File: src/rtl/svc_pkg.sv
// Shared types, constants and control structs for the signed varint codec.
// No dependencies; imported by every module of the block.
package svc_pkg;

  localparam int ValueW = 32;
  localparam int ByteW  = 8;
  localparam int PosW   = 6;
  localparam int DataW  = 7;

  localparam logic [PosW-1:0]  PosLimit   = 6'd32;
  localparam logic [PosW-1:0]  PosFirst   = 6'd6;
  localparam logic [PosW:0]    PosStep    = 7'd7;
  localparam logic [ByteW-1:0] FirstMask  = 8'h3F;
  localparam logic [ByteW-1:0] ContBit    = 8'h80;
  localparam logic [ByteW-1:0] SignBit    = 8'h40;
  localparam logic [ByteW-1:0] DataMask   = 8'h7F;
  localparam int               FirstShift = 6;
  localparam int               NextShift  = 7;

  localparam logic DirEncode = 1'b0;
  localparam logic DirDecode = 1'b1;

  typedef struct packed {
    logic signed [ValueW-1:0] encode_value;
    logic [ByteW-1:0]         in_byte;
    logic                     end_of_input;
  } svc_in_t;

  typedef struct packed {
    logic [ByteW-1:0]         out_byte;
    logic                     last_of_run;
    logic signed [ValueW-1:0] decoded_value;
  } svc_out_t;

  typedef enum logic [2:0] {
    ST_IDLE,
    ST_ENC_LOAD,
    ST_ENC_EMIT,
    ST_DEC_ACC,
    ST_DEC_DONE
  } svc_state_e;

  typedef struct packed {
    logic in_take;
    logic enc_load;
    logic enc_emit;
    logic dec_acc;
    logic dec_done;
  } svc_ctl_t;

  typedef struct packed {
    logic enc_last;
    logic dec_end;
    logic out_free;
  } svc_sts_t;

endpackage

File: src/rtl/svc_unit.sv
// Datapath of the signed varint codec: shared negator, decode shifter,
// encode byte slicer and the output register. Depends on svc_pkg.
module svc_unit
  import svc_pkg::*;
(
  input  logic     clk_i,
  input  logic     rst_ni,
  input  svc_ctl_t ctl_i,
  input  svc_in_t  in_data_i,
  input  logic     out_stall_i,
  output svc_sts_t sts_o,
  output logic     out_valid_o,
  output svc_out_t out_data_o
);

  svc_in_t            in_q;
  logic [ValueW-1:0]  enc_mag_q, enc_mag_d;
  logic               enc_neg_q, enc_neg_d;
  logic               enc_first_q, enc_first_d;
  logic [ValueW-1:0]  acc_q, acc_d;
  logic [PosW-1:0]    pos_q, pos_d;
  logic               neg_flag_q, neg_flag_d;
  logic               expect_first_q, expect_first_d;
  logic               out_valid_q, out_valid_d;
  svc_out_t           out_q, out_d;

  logic [ValueW-1:0]  neg_src, neg_res;
  logic [ValueW-1:0]  enc_next;
  logic [ByteW-1:0]   enc_byte;
  logic               enc_cont;
  logic [ValueW-1:0]  dec_shifted;
  logic [PosW:0]      pos_sum;
  logic [ByteW-1:0]   dec_byte;
  logic               out_free;

  // shared negator
  assign neg_src = ctl_i.enc_load ? in_q.encode_value : acc_q;
  assign neg_res = '0 - neg_src;

  assign enc_next = enc_first_q ? (enc_mag_q >> FirstShift) : (enc_mag_q >> NextShift);
  assign enc_cont = (enc_next != '0);
  always_comb begin
    if (enc_first_q) begin
      enc_byte = (enc_mag_q[ByteW-1:0] & FirstMask) | (enc_neg_q ? SignBit : '0);
    end else begin
      enc_byte = enc_mag_q[ByteW-1:0] & DataMask;
    end
    if (enc_cont) begin
      enc_byte = enc_byte | ContBit;
    end
  end

  assign dec_byte    = in_q.in_byte;
  assign dec_shifted = {{(ValueW-DataW){1'b0}}, dec_byte[DataW-1:0]} << pos_q[PosW-2:0];
  assign pos_sum     = {1'b0, pos_q} + PosStep;

  assign out_free = !out_valid_q || !out_stall_i;

  assign sts_o.enc_last = !enc_cont;
  assign sts_o.dec_end  = ((dec_byte & ContBit) == '0) || in_q.end_of_input;
  assign sts_o.out_free = out_free;

  always_comb begin
    enc_mag_d   = enc_mag_q;
    enc_neg_d   = enc_neg_q;
    enc_first_d = enc_first_q;
    if (ctl_i.enc_load) begin
      enc_neg_d   = in_q.encode_value[ValueW-1];
      enc_mag_d   = enc_neg_d ? neg_res : in_q.encode_value;
      enc_first_d = 1'b1;
    end else if (ctl_i.enc_emit) begin
      enc_mag_d   = enc_next;
      enc_first_d = 1'b0;
    end
  end

  always_comb begin
    acc_d          = acc_q;
    pos_d          = pos_q;
    neg_flag_d     = neg_flag_q;
    expect_first_d = expect_first_q;
    if (ctl_i.dec_acc) begin
      if (expect_first_q) begin
        neg_flag_d     = (dec_byte & SignBit) != '0;
        acc_d          = {{(ValueW-ByteW){1'b0}}, dec_byte & FirstMask};
        pos_d          = PosFirst;
        expect_first_d = 1'b0;
      end else if (pos_q < PosLimit) begin
        acc_d = acc_q | dec_shifted;
        pos_d = (pos_sum > {1'b0, PosLimit}) ? PosLimit : pos_sum[PosW-1:0];
      end
    end else if (ctl_i.dec_done) begin
      acc_d          = '0;
      pos_d          = '0;
      neg_flag_d     = 1'b0;
      expect_first_d = 1'b1;
    end
  end

  always_comb begin
    out_d       = out_q;
    out_valid_d = out_valid_q && out_stall_i;
    if (ctl_i.enc_emit) begin
      out_d.out_byte      = enc_byte;
      out_d.last_of_run   = !enc_cont;
      out_d.decoded_value = '0;
      out_valid_d         = 1'b1;
    end else if (ctl_i.dec_done) begin
      out_d.out_byte      = '0;
      out_d.last_of_run   = 1'b0;
      out_d.decoded_value = neg_flag_q ? neg_res : acc_q;
      out_valid_d         = 1'b1;
    end
  end

  always_ff @(posedge clk_i) begin
    if (ctl_i.in_take) begin
      in_q <= in_data_i;
    end
    enc_mag_q <= enc_mag_d;
    enc_neg_q <= enc_neg_d;
    out_q     <= out_d;
  end

  always_ff @(posedge clk_i or negedge rst_ni) begin
    if (!rst_ni) begin
      enc_first_q    <= 1'b1;
      acc_q          <= '0;
      pos_q          <= '0;
      neg_flag_q     <= 1'b0;
      expect_first_q <= 1'b1;
      out_valid_q    <= 1'b0;
    end else begin
      enc_first_q    <= enc_first_d;
      acc_q          <= acc_d;
      pos_q          <= pos_d;
      neg_flag_q     <= neg_flag_d;
      expect_first_q <= expect_first_d;
      out_valid_q    <= out_valid_d;
    end
  end

  assign out_valid_o = out_valid_q;
  assign out_data_o  = out_q;

`ifndef SYNTH
  a_pos_range: assert property (@(posedge clk_i) disable iff (!rst_ni)
    pos_q <= PosLimit)
    else $error("bit position beyond limit");

  a_idle_state_clear: assert property (@(posedge clk_i) disable iff (!rst_ni)
    expect_first_q |-> (pos_q == '0 && acc_q == '0 && !neg_flag_q))
    else $error("decode state not clear between values");

  a_no_overwrite: assert property (@(posedge clk_i) disable iff (!rst_ni)
    (ctl_i.enc_emit || ctl_i.dec_done) |-> (!out_valid_q || !out_stall_i))
    else $error("output register overwritten while stalled");

  a_one_op: assert property (@(posedge clk_i) disable iff (!rst_ni)
    $onehot0({ctl_i.enc_load, ctl_i.enc_emit, ctl_i.dec_acc, ctl_i.dec_done}))
    else $error("more than one datapath operation");
`endif

endmodule

File: src/rtl/svc_ctrl.sv
// Sequencer of the signed varint codec: steps the datapath through encode
// and decode operations. Depends on svc_pkg.
module svc_ctrl
  import svc_pkg::*;
(
  input  logic     clk_i,
  input  logic     rst_ni,
  input  logic     direction_i,
  input  logic     in_valid_i,
  input  svc_sts_t sts_i,
  output logic     in_stall_o,
  output svc_ctl_t ctl_o
);

  svc_state_e state_q, state_d;

  always_comb begin
    state_d = state_q;
    unique case (state_q)
      ST_IDLE: begin
        if (in_valid_i) begin
          state_d = (direction_i == DirDecode) ? ST_DEC_ACC : ST_ENC_LOAD;
        end
      end
      ST_ENC_LOAD: state_d = ST_ENC_EMIT;
      ST_ENC_EMIT: begin
        if (sts_i.out_free && sts_i.enc_last) begin
          state_d = ST_IDLE;
        end
      end
      ST_DEC_ACC:  state_d = sts_i.dec_end ? ST_DEC_DONE : ST_IDLE;
      ST_DEC_DONE: begin
        if (sts_i.out_free) begin
          state_d = ST_IDLE;
        end
      end
      default:     state_d = ST_IDLE;
    endcase
  end

  always_comb begin
    ctl_o      = '0;
    in_stall_o = 1'b1;
    unique case (state_q)
      ST_IDLE: begin
        in_stall_o    = 1'b0;
        ctl_o.in_take = in_valid_i;
      end
      ST_ENC_LOAD: ctl_o.enc_load = 1'b1;
      ST_ENC_EMIT: ctl_o.enc_emit = sts_i.out_free;
      ST_DEC_ACC:  ctl_o.dec_acc  = 1'b1;
      ST_DEC_DONE: ctl_o.dec_done = sts_i.out_free;
      default: begin
        in_stall_o = 1'b1;
      end
    endcase
  end

  always_ff @(posedge clk_i or negedge rst_ni) begin
    if (!rst_ni) begin
      state_q <= ST_IDLE;
    end else begin
      state_q <= state_d;
    end
  end

endmodule

File: src/rtl/signed_varint_codec_core.sv
// Top level of the signed varint codec: direction register, sequencer and
// datapath. Depends on svc_pkg, svc_ctrl and svc_unit.
//
// Sign-magnitude varint encoder/decoder. With the direction register at 0
// each input transaction carries a signed 32-bit value and yields 1 to 5
// output bytes, least significant group first, the final one flagged by
// last_of_run; with it at 1 each input transaction carries one byte and a
// value is emitted when a byte has bit 7 clear or end_of_input set. One input
// is handled at a time: an encode is loaded, then emits its bytes in turn;
// a decode byte is accumulated, then, when it completes a value, the value is
// emitted. Both directions share the single negator of the datapath
// (two's complement on the way in for encode, on the way out for decode).
// Output stalls hold the sequencer. Write the direction only while idle.
module signed_varint_codec_core
  import svc_pkg::*;
(
  input  logic     clk_i,
  input  logic     rst_ni,
  input  logic     cfg_we_i,
  input  logic     cfg_wdata_i,
  input  logic     in_valid_i,
  output logic     in_stall_o,
  input  svc_in_t  in_data_i,
  output logic     out_valid_o,
  input  logic     out_stall_i,
  output svc_out_t out_data_o
);

  logic     direction_q;
  svc_ctl_t ctl;
  svc_sts_t sts;

  always_ff @(posedge clk_i or negedge rst_ni) begin
    if (!rst_ni) begin
      direction_q <= DirEncode;
    end else if (cfg_we_i) begin
      direction_q <= cfg_wdata_i;
    end
  end

  svc_ctrl u_ctrl (
    .clk_i       (clk_i),
    .rst_ni      (rst_ni),
    .direction_i (direction_q),
    .in_valid_i  (in_valid_i),
    .sts_i       (sts),
    .in_stall_o  (in_stall_o),
    .ctl_o       (ctl)
  );

  svc_unit u_unit (
    .clk_i       (clk_i),
    .rst_ni      (rst_ni),
    .ctl_i       (ctl),
    .in_data_i   (in_data_i),
    .out_stall_i (out_stall_i),
    .sts_o       (sts),
    .out_valid_o (out_valid_o),
    .out_data_o  (out_data_o)
  );

endmodule
File: config.mk
export PLATFORM = sky130hd
export DESIGN_NAME = signed_varint_codec_core
export DESIGN_NICKNAME = d
export VERILOG_FILES = /design/src/rtl/svc_pkg.sv /design/src/rtl/svc_unit.sv /design/src/rtl/svc_ctrl.sv /design/src/rtl/signed_varint_codec_core.sv
export SDC_FILE = /design/constraint.sdc
export NUM_CORES = 1
export LEC_CHECK = 0
export CELL_PAD_IN_SITES_DETAIL_PLACEMENT = 2
export CELL_PAD_IN_SITES_GLOBAL_PLACEMENT = 2
export CORE_ASPECT_RATIO = 0.7
export CORE_MARGIN = 5
export CORE_UTILIZATION = 41
export DETAILED_ROUTE_END_ITERATION = 8
export DONT_BUFFER_PORTS = 1
export PLACE_DENSITY = 0.81
export SYNTH_ARGS = -nofsm -noshare
export SYNTH_HDL_FRONTEND = slang
export SYNTH_HIERARCHICAL = 1
export SYNTH_SLANG_ARGS = --single-unit
export TNS_END_PERCENT = 50
File: constraint.sdc
create_clock -name clk_i -period 4.9 [get_ports clk_i]
set_input_delay 0.98 -clock clk_i [delete_from_list [all_inputs] [get_ports clk_i]]
set_output_delay 0.98 -clock clk_i [all_outputs]
set_load 0.02 [all_outputs]
==> flow_metrics.py, run 1 <==
metrics = {
    "status": {
        "status": "finished, final reports clean",
    },
    "die": {
        "dieArea_um2": 24480,
        "dieWidth_um": 184.9,
        "ioPinCount": 90,
        "core_region_area_um2": 20920,
        "rows": 44,
        "die_h_um": 132.4,
        "start_util": 0.4196,
    },
    "clock_tree": {
        "htree_num_levels": 4,
        "cts_tree": "built",
        "cts_made_buffers": 17,
        "root_buffer": "clkbuf_16",
        "cts-resized-gates": 0,
        "clock_latency_ps": 440,
        "cts_sinks": 161,
        "clk_pin_slew_ps": 60,
        "cts_setup_buffers": 0,
        "clk_path_buf_depth": 2,
        "cts-hold-fix-buffers": 0,
    },
    "critical_path": {
        "cp.depth": 9,
        "worst-setup-path-type": "flop to flop",
        "r2r_end": "u_unit/out_data_o[31]$_SDFFE_PP0P_",
        "rrSetupSlack_ps": 710,
        "crit_arrival_ps": 4490,
        "cp-end-kind": "flop",
        "r2r-start": "u_ctrl/state_q[0]$_DFFE_PN0P_",
        "critPathMaxStageDelay_ps": 970,
        "crit_path_start_kind": "flop",
        "slowest_stage": "or4_1",
        "crit_family": "simple AND/OR/NAND/NOR gates",
        "crit_chain": "nor3b_2, buf_4, nor3b_1, o22ai_1, or4_1, buf_4, nor4b_2, xnor2_1, o22ai_1",
        "r2r_cells": 9,
        "required_ps": 5200,
        "worst-path-buf-inv": 2,
        "cp_max_fo": 31,
    },
    "logic_synthesis": {
        "synth_edf_count": 83,
        "synth_seq_cells": 161,
        "syn-num-nets": 926,
        "yosys_most_used_dff": "edfxtp_1",
        "netlist-cell-type-count": 74,
        "ys_warn_count": 6,
        "avgSynthCellArea_um2": 10.02,
        "synthArstFlopShare": 0.2857,
        "ys_seq_area_frac": 0.4883,
        "synth_area_um2": 8778,
        "synthCells": 876,
    },
    "pwr": {
        "power.density_nw_per_um2": 703.7,
        "ir_drop_mv": 0.3000,
        "power_leakage_nw": 3.388,
    },
    "detailed_routing": {
        "postRouteAntennaNets": 0,
        "avgViaCountPerCell": 6.415,
        "totalWireLength_mm": 31.96,
        "drc": 0,
        "first_iter_violations": 556,
        "vias": 7300,
        "routedWlPerCell_um": 28.09,
        "drt_first_pass_iters": 5,
    },
    "global_routing": {
        "track_usage": 0.2631,
        "grt_max_degree": 79,
        "grt_pass1_vias": 7811,
        "grt_overflow": 0,
        "grt_first_pass_wirelength_mm": 49.37,
        "antenna_found_initial": 0,
    },
    "layout": {
        "antenna_cells": 0,
        "nFillCells": 2182,
        "multi_input_area_um2": 4174,
        "nets": 899,
        "drive_gt1_frac": 0.09165,
        "seqCellArea_um2": 4287,
        "instances_no_fill": 1138,
        "final_util": 0.4600,
        "fin_area_um2": 9623,
        "syn_to_final_growth_pct": 9.621,
    },
    "timing": {
        "tns_ps": 0,
        "layout_min_cycle_time_ps": 4195,
        "worst_pin_slew_ps": 933.5,
        "setup_viol_count_final": 0,
        "grt_setup_unrepaired": "false",
        "max_freq_mhz": 238.4,
        "slew_headroom": 0.3777,
        "finalHoldViolations": 0,
        "min_period_over_period": 0.8560,
        "finalClockSkew_ps": 11.59,
        "final_max_slew_viol_count": 0,
    },
    "place": {
        "io_buffers": 0,
        "placed_area_um2": 9010,
        "gp_congestion": 0.9029,
        "dp_cells": 1106,
        "hpwl_mm": 22.77,
    },
    "worst_hold_path": {
        "hp-class": "input port to asynchronous set/reset pin",
    },
    "flow_run": {
        "cap_violations": 0,
    },
}
## report_power, final
part	switching (mW)	internal [mW]
Clock	0.564	0.847
Sequential	0.766	2.01
Combinational	1.69	0.898
## placed cells by master (no fill, tap or decap), types with 17 or more instances in the layout
cell type,instances
nand2_1,64
o21ai_0,41
edfxtp_1,83
mux2i_1,48
xnor2_1,29
o22ai_1,27
nor2_1,62
and3_1,19
clkbuf_16,20
a211oi_1,17
nor2b_1,19
xor2_1,21
dfxtp_1,32
dfrtp_1,44
a21oi_1,72
nor3_1,26
## worst max-delay path by stage
stage	start	endpoint	slack, ps
after global placement	u_ctrl/state_q[2]$_DFFE_PN0P_	u_unit/out_data_o[31]$_SDFFE_PP0P_	1010
after CTS	u_ctrl/state_q[0]$_DFFE_PN0P_	u_unit/out_data_o[31]$_SDFFE_PP0P_	710
final	u_ctrl/state_q[0]$_DFFE_PN0P_	u_unit/out_data_o[31]$_SDFFE_PP0P_	710
after global routing	u_ctrl/state_q[0]$_DFFE_PN0P_	u_unit/out_data_o[31]$_SDFFE_PP0P_	510
after detailed placement	u_ctrl/state_q[0]$_DFFE_PN0P_	u_unit/out_data_o[31]$_SDFFE_PP0P_	800
after floorplan	u_ctrl/state_q[1]$_DFFE_PN0P_	u_unit/enc_mag_q[16]$_DFFE_PP_	980
## logic make-up (layout without fill, tap and decap cells)
logic type | count (synthesis) | count (layout) | share of synthesized area
xor+xnor | 50 | 50 | 0.04989
mux | 56 | 56 | 0.06799
simple gates | 285 | 285 | 0.1760
flops | 161 | 161 | 0.4883
fa+ha+maj | 3 | 3 | 0.004276
buf+inv | 80 | 66 | 0.03905
compound gates | 241 | 241 | 0.1745
## synth_stat cells, types with 5 or more instances
library cell	count	share of area
a31oi_1	12	0.0086
nand2_1	64	0.027
clkbuf_1	40	0.017
buf_2	10	0.0057
a211oi_1	17	0.015
nand2b_1	12	0.0086
inv_1	15	0.0064
nor3b_1	7	0.0060
o21ai_0	41	0.023
mux2_2	5	0.0064
o31ai_1	10	0.0086
and2_1	10	0.0071
nor3_1	26	0.015
xor2_1	21	0.021
a21oi_1	72	0.041
nor4_1	15	0.011
a21o_1	5	0.0043
mux2i_1	48	0.055
dfxtp_1	32	0.073
xnor2_1	29	0.029
or3_1	7	0.0050
o21a_1	7	0.0060
dfrtp_1	44	0.13
o21ai_1	9	0.0051
o221ai_1	7	0.0070
o22ai_1	27	0.019
nor2b_1	19	0.014
nor2_1	63	0.027
nand3_1	11	0.0063
o211ai_1	6	0.0051
buf_1	8	0.0034
edfxtp_1	83	0.28
and3_1	19	0.014
## stage by stage
step	hold slack (ps)	worst slack (ps)	power, mW
floorplan	481.7	978.0	4.278
global placement	499.2	1011	5.057
detailed placement	517.3	799.4	5.292
CTS	204.6	714.7	6.758
global route	204.6	508.2	7.133
finish	230.7	705.5	6.772
## routing by layer
metal | track usage | up-vias | wire length, µm
met1 | 0.3467 | 3745 | 13520
met4 | 0.08028 | 0 | 699
met5 | 0 | - | 0
met2 | 0.4259 | 304 | 15230
li1 | - | 3205 | -
met3 | 0.06996 | 46 | 2520
## state kept, by name (all words and copies together) (netlist names)
signal,flops
u_unit/enc_first_q,1
u_unit/pos_q,6
u_unit/out_data_o,41
direction_q,1
u_unit/neg_flag_q,1
u_unit/in_q,33
u_ctrl/state_q,3
u_unit/expect_first_q,1
u_unit/acc_q,32
u_unit/enc_neg_q,1
u_unit/dec_byte,8
u_unit/out_valid_o,1
u_unit/enc_mag_q,32
## area by class of cell
class                      count  area share
clock buffer                  30     0.06007
clock inverter                 2    0.003641
inverter                      17    0.006631
multi-input combinational    635      0.4338
sequential                   161      0.4455
tap                          276     0.03589
timing repair buffer          17     0.01456
## worst reg2reg max path, stage by stage, from the launching register on
cell and delay (ps):
dfrtp_1 450, nor3b_2 770, buf_4 470, nor3b_1 300, o22ai_1 140, or4_1 970
buf_4 350, nor4b_2 320, xnor2_1 180, o22ai_1 100
(Power assumes the default switching activity.)
==> inputs of run 2 (changes only) <==
BUFFER_PORTS_ARGS = -buffer_cell sky130_fd_sc_hd__buf_2   (was not set)
CORE_ASPECT_RATIO = 1.1   (was 0.7)
CORE_UTILIZATION = 38   (was 41)
DONT_BUFFER_PORTS = not set   (was 1)
==> flow_metrics.py, run 2 (same netlist as run 1, synthesis figures left out) <==
metrics = {
    "critical_path": {
        "worst-setup-path-type": "flop to flop",
        "crit_path_start_kind": "flop",
        "crit_top_cell": "buf_4",
        "crit_chain": "nor3b_2, buf_4, buf_4, nand2b_1, o32ai_1, nand4_1, and4_1, nor3_1",
        "slowest_stage": "o32ai_1",
        "critPathMaxStageDelay_ps": 940,
        "cp-end-kind": "flop",
        "r2r_cells": 8,
        "required_ps": 5170,
        "cp.depth": 8,
        "crit_arrival_ps": 4280,
        "worst-path-buf-inv": 2,
        "cp_max_fo": 62,
        "crit_family": "simple AND/OR/NAND/NOR gates",
    },
    "layout": {
        "syn_to_final_growth_pct": 13.98,
        "drive_gt1_frac": 0.1812,
        "final_util": 0.4391,
        "instances_no_fill": 1249,
        "antenna_cells": 0,
        "largest_register_ffs": 41,
        "layout_common_cells": "buf_2, edfxtp_1, a21oi_1",
        "nets": 986,
        "final_common_cell": "buf_2",
    },
    "global_routing": {
        "grtUsageMet3": 0.03086,
        "use_met1": 0.3058,
        "grt_overflow": 0,
        "grt_pass1_vias": 8150,
        "grt_max_degree": 63,
        "antenna_found_initial": 0,
        "grt_first_pass_wirelength_mm": 47.78,
        "grt_util_met2": 0.4017,
        "track_usage": 0.2336,
        "top_usage_layer": "met2",
    },
    "timing": {
        "grt_setup_unrepaired": "false",
        "worst_pin_slew_ps": 1116,
        "tns_ps": 0,
        "min_period_over_period": 0.8202,
        "setup_viol_count_final": 0,
        "finalClockSkew_ps": 13.38,
        "slew_headroom": 0.2536,
        "finalHoldViolations": 0,
        "max_freq_mhz": 248.8,
        "layout_min_cycle_time_ps": 4019,
        "final_max_slew_viol_count": 0,
        "fin_ws_ps": 880.9,
    },
    "worst_hold_path": {
        "hold_depth": 1,
        "hp-class": "flop to flop",
    },
    "clock_tree": {
        "clock_latency_ps": 430,
        "cts_made_buffers": 17,
        "cts-hold-fix-buffers": 0,
        "cts-resized-gates": 0,
        "clk_pin_slew_ps": 70,
        "cts_tree": "built",
        "cts_sinks": 161,
        "clk_path_buf_depth": 2,
        "cts_setup_buffers": 0,
        "root_buffer": "clkbuf_16",
        "htree_num_levels": 4,
    },
    "die": {
        "rows": 58,
        "die_h_um": 169.4,
        "dieArea_um2": 26240,
        "dieWidth_um": 154.9,
        "core_region_area_um2": 22790,
        "ioPinCount": 90,
        "start_util": 0.3852,
    },
    "detailed_routing": {
        "first_iter_violations": 541,
        "drc": 0,
        "postRouteAntennaNets": 0,
        "totalWireLength_mm": 30.63,
        "vias": 7463,
        "routedWlPerCell_um": 24.52,
        "drt_first_pass_iters": 5,
        "avgViaCountPerCell": 5.975,
    },
    "place": {
        "io_buffers": 89,
        "hpwl_mm": 21.91,
        "place_ws_ps": 969.7,
        "dp_cells": 1217,
        "gp_congestion": 0.8769,
    },
    "flow_run": {
        "cap_violations": 0,
    },
    "pwr": {
        "finalPower_mw": 6.583,
        "power.density_nw_per_um2": 657.9,
        "power_leakage_nw": 3.739,
        "ir_drop_mv": 0.2898,
    },
    "status": {
        "status": "finished, final reports clean",
    },
}
-- run 2: layout make-up --
type                       count  area [µm²]
clock buffer                  17       425.4
clock inverter                15       122.6
fill                        2478       12780
inverter                      17       63.81
multi-input combinational    635        4174
sequential                   161        4287
tap                          300       375.4
timing repair buffer         104       558.0
-- run 2: metrics by stage --
step | instance area, µm² | hold slack, ps
finish | 10010 | 467.7
global route | 10010 | 499.9
CTS | 10010 | 475.5
detailed placement | 9458 | 459.3
global placement | 9458 | 434.8
floorplan | 8778 | 481.7
-- run 2: final timing paths --
check                                                         from                                  to  slack [ps]
worst max-delay path                 u_ctrl/state_q[1]$_DFFE_PN0P_      u_unit/enc_mag_q[24]$_DFFE_PP_         880
worst min-delay path            u_unit/out_data_o[12]$_SDFFE_PP0P_  u_unit/out_data_o[12]$_SDFFE_PP0P_         470
worst max register to register       u_ctrl/state_q[1]$_DFFE_PN0P_      u_unit/enc_mag_q[24]$_DFFE_PP_         880
worst min register to register  u_unit/out_data_o[12]$_SDFFE_PP0P_  u_unit/out_data_o[12]$_SDFFE_PP0P_         470
max in group asynchronous                                   rst_ni         u_unit/acc_q[8]$_DFFE_PN0P_        3790
min in group asynchronous                                   rst_ni        u_unit/acc_q[21]$_DFFE_PN0P_         650
-- run 2: power by group --
part	internal (mW)	switching, mW
Sequential	2.00	0.641
Combinational	0.935	1.74
Clock	0.662	0.609
Total	3.60	2.99
-- run 2: metal layers --
metal / routed length (µm) / up-vias
met4: 622 / 0
met1: 13660 / 3847
li1: - / 3380
met5: 0 / -
met2: 15340 / 185
met3: 1010 / 51
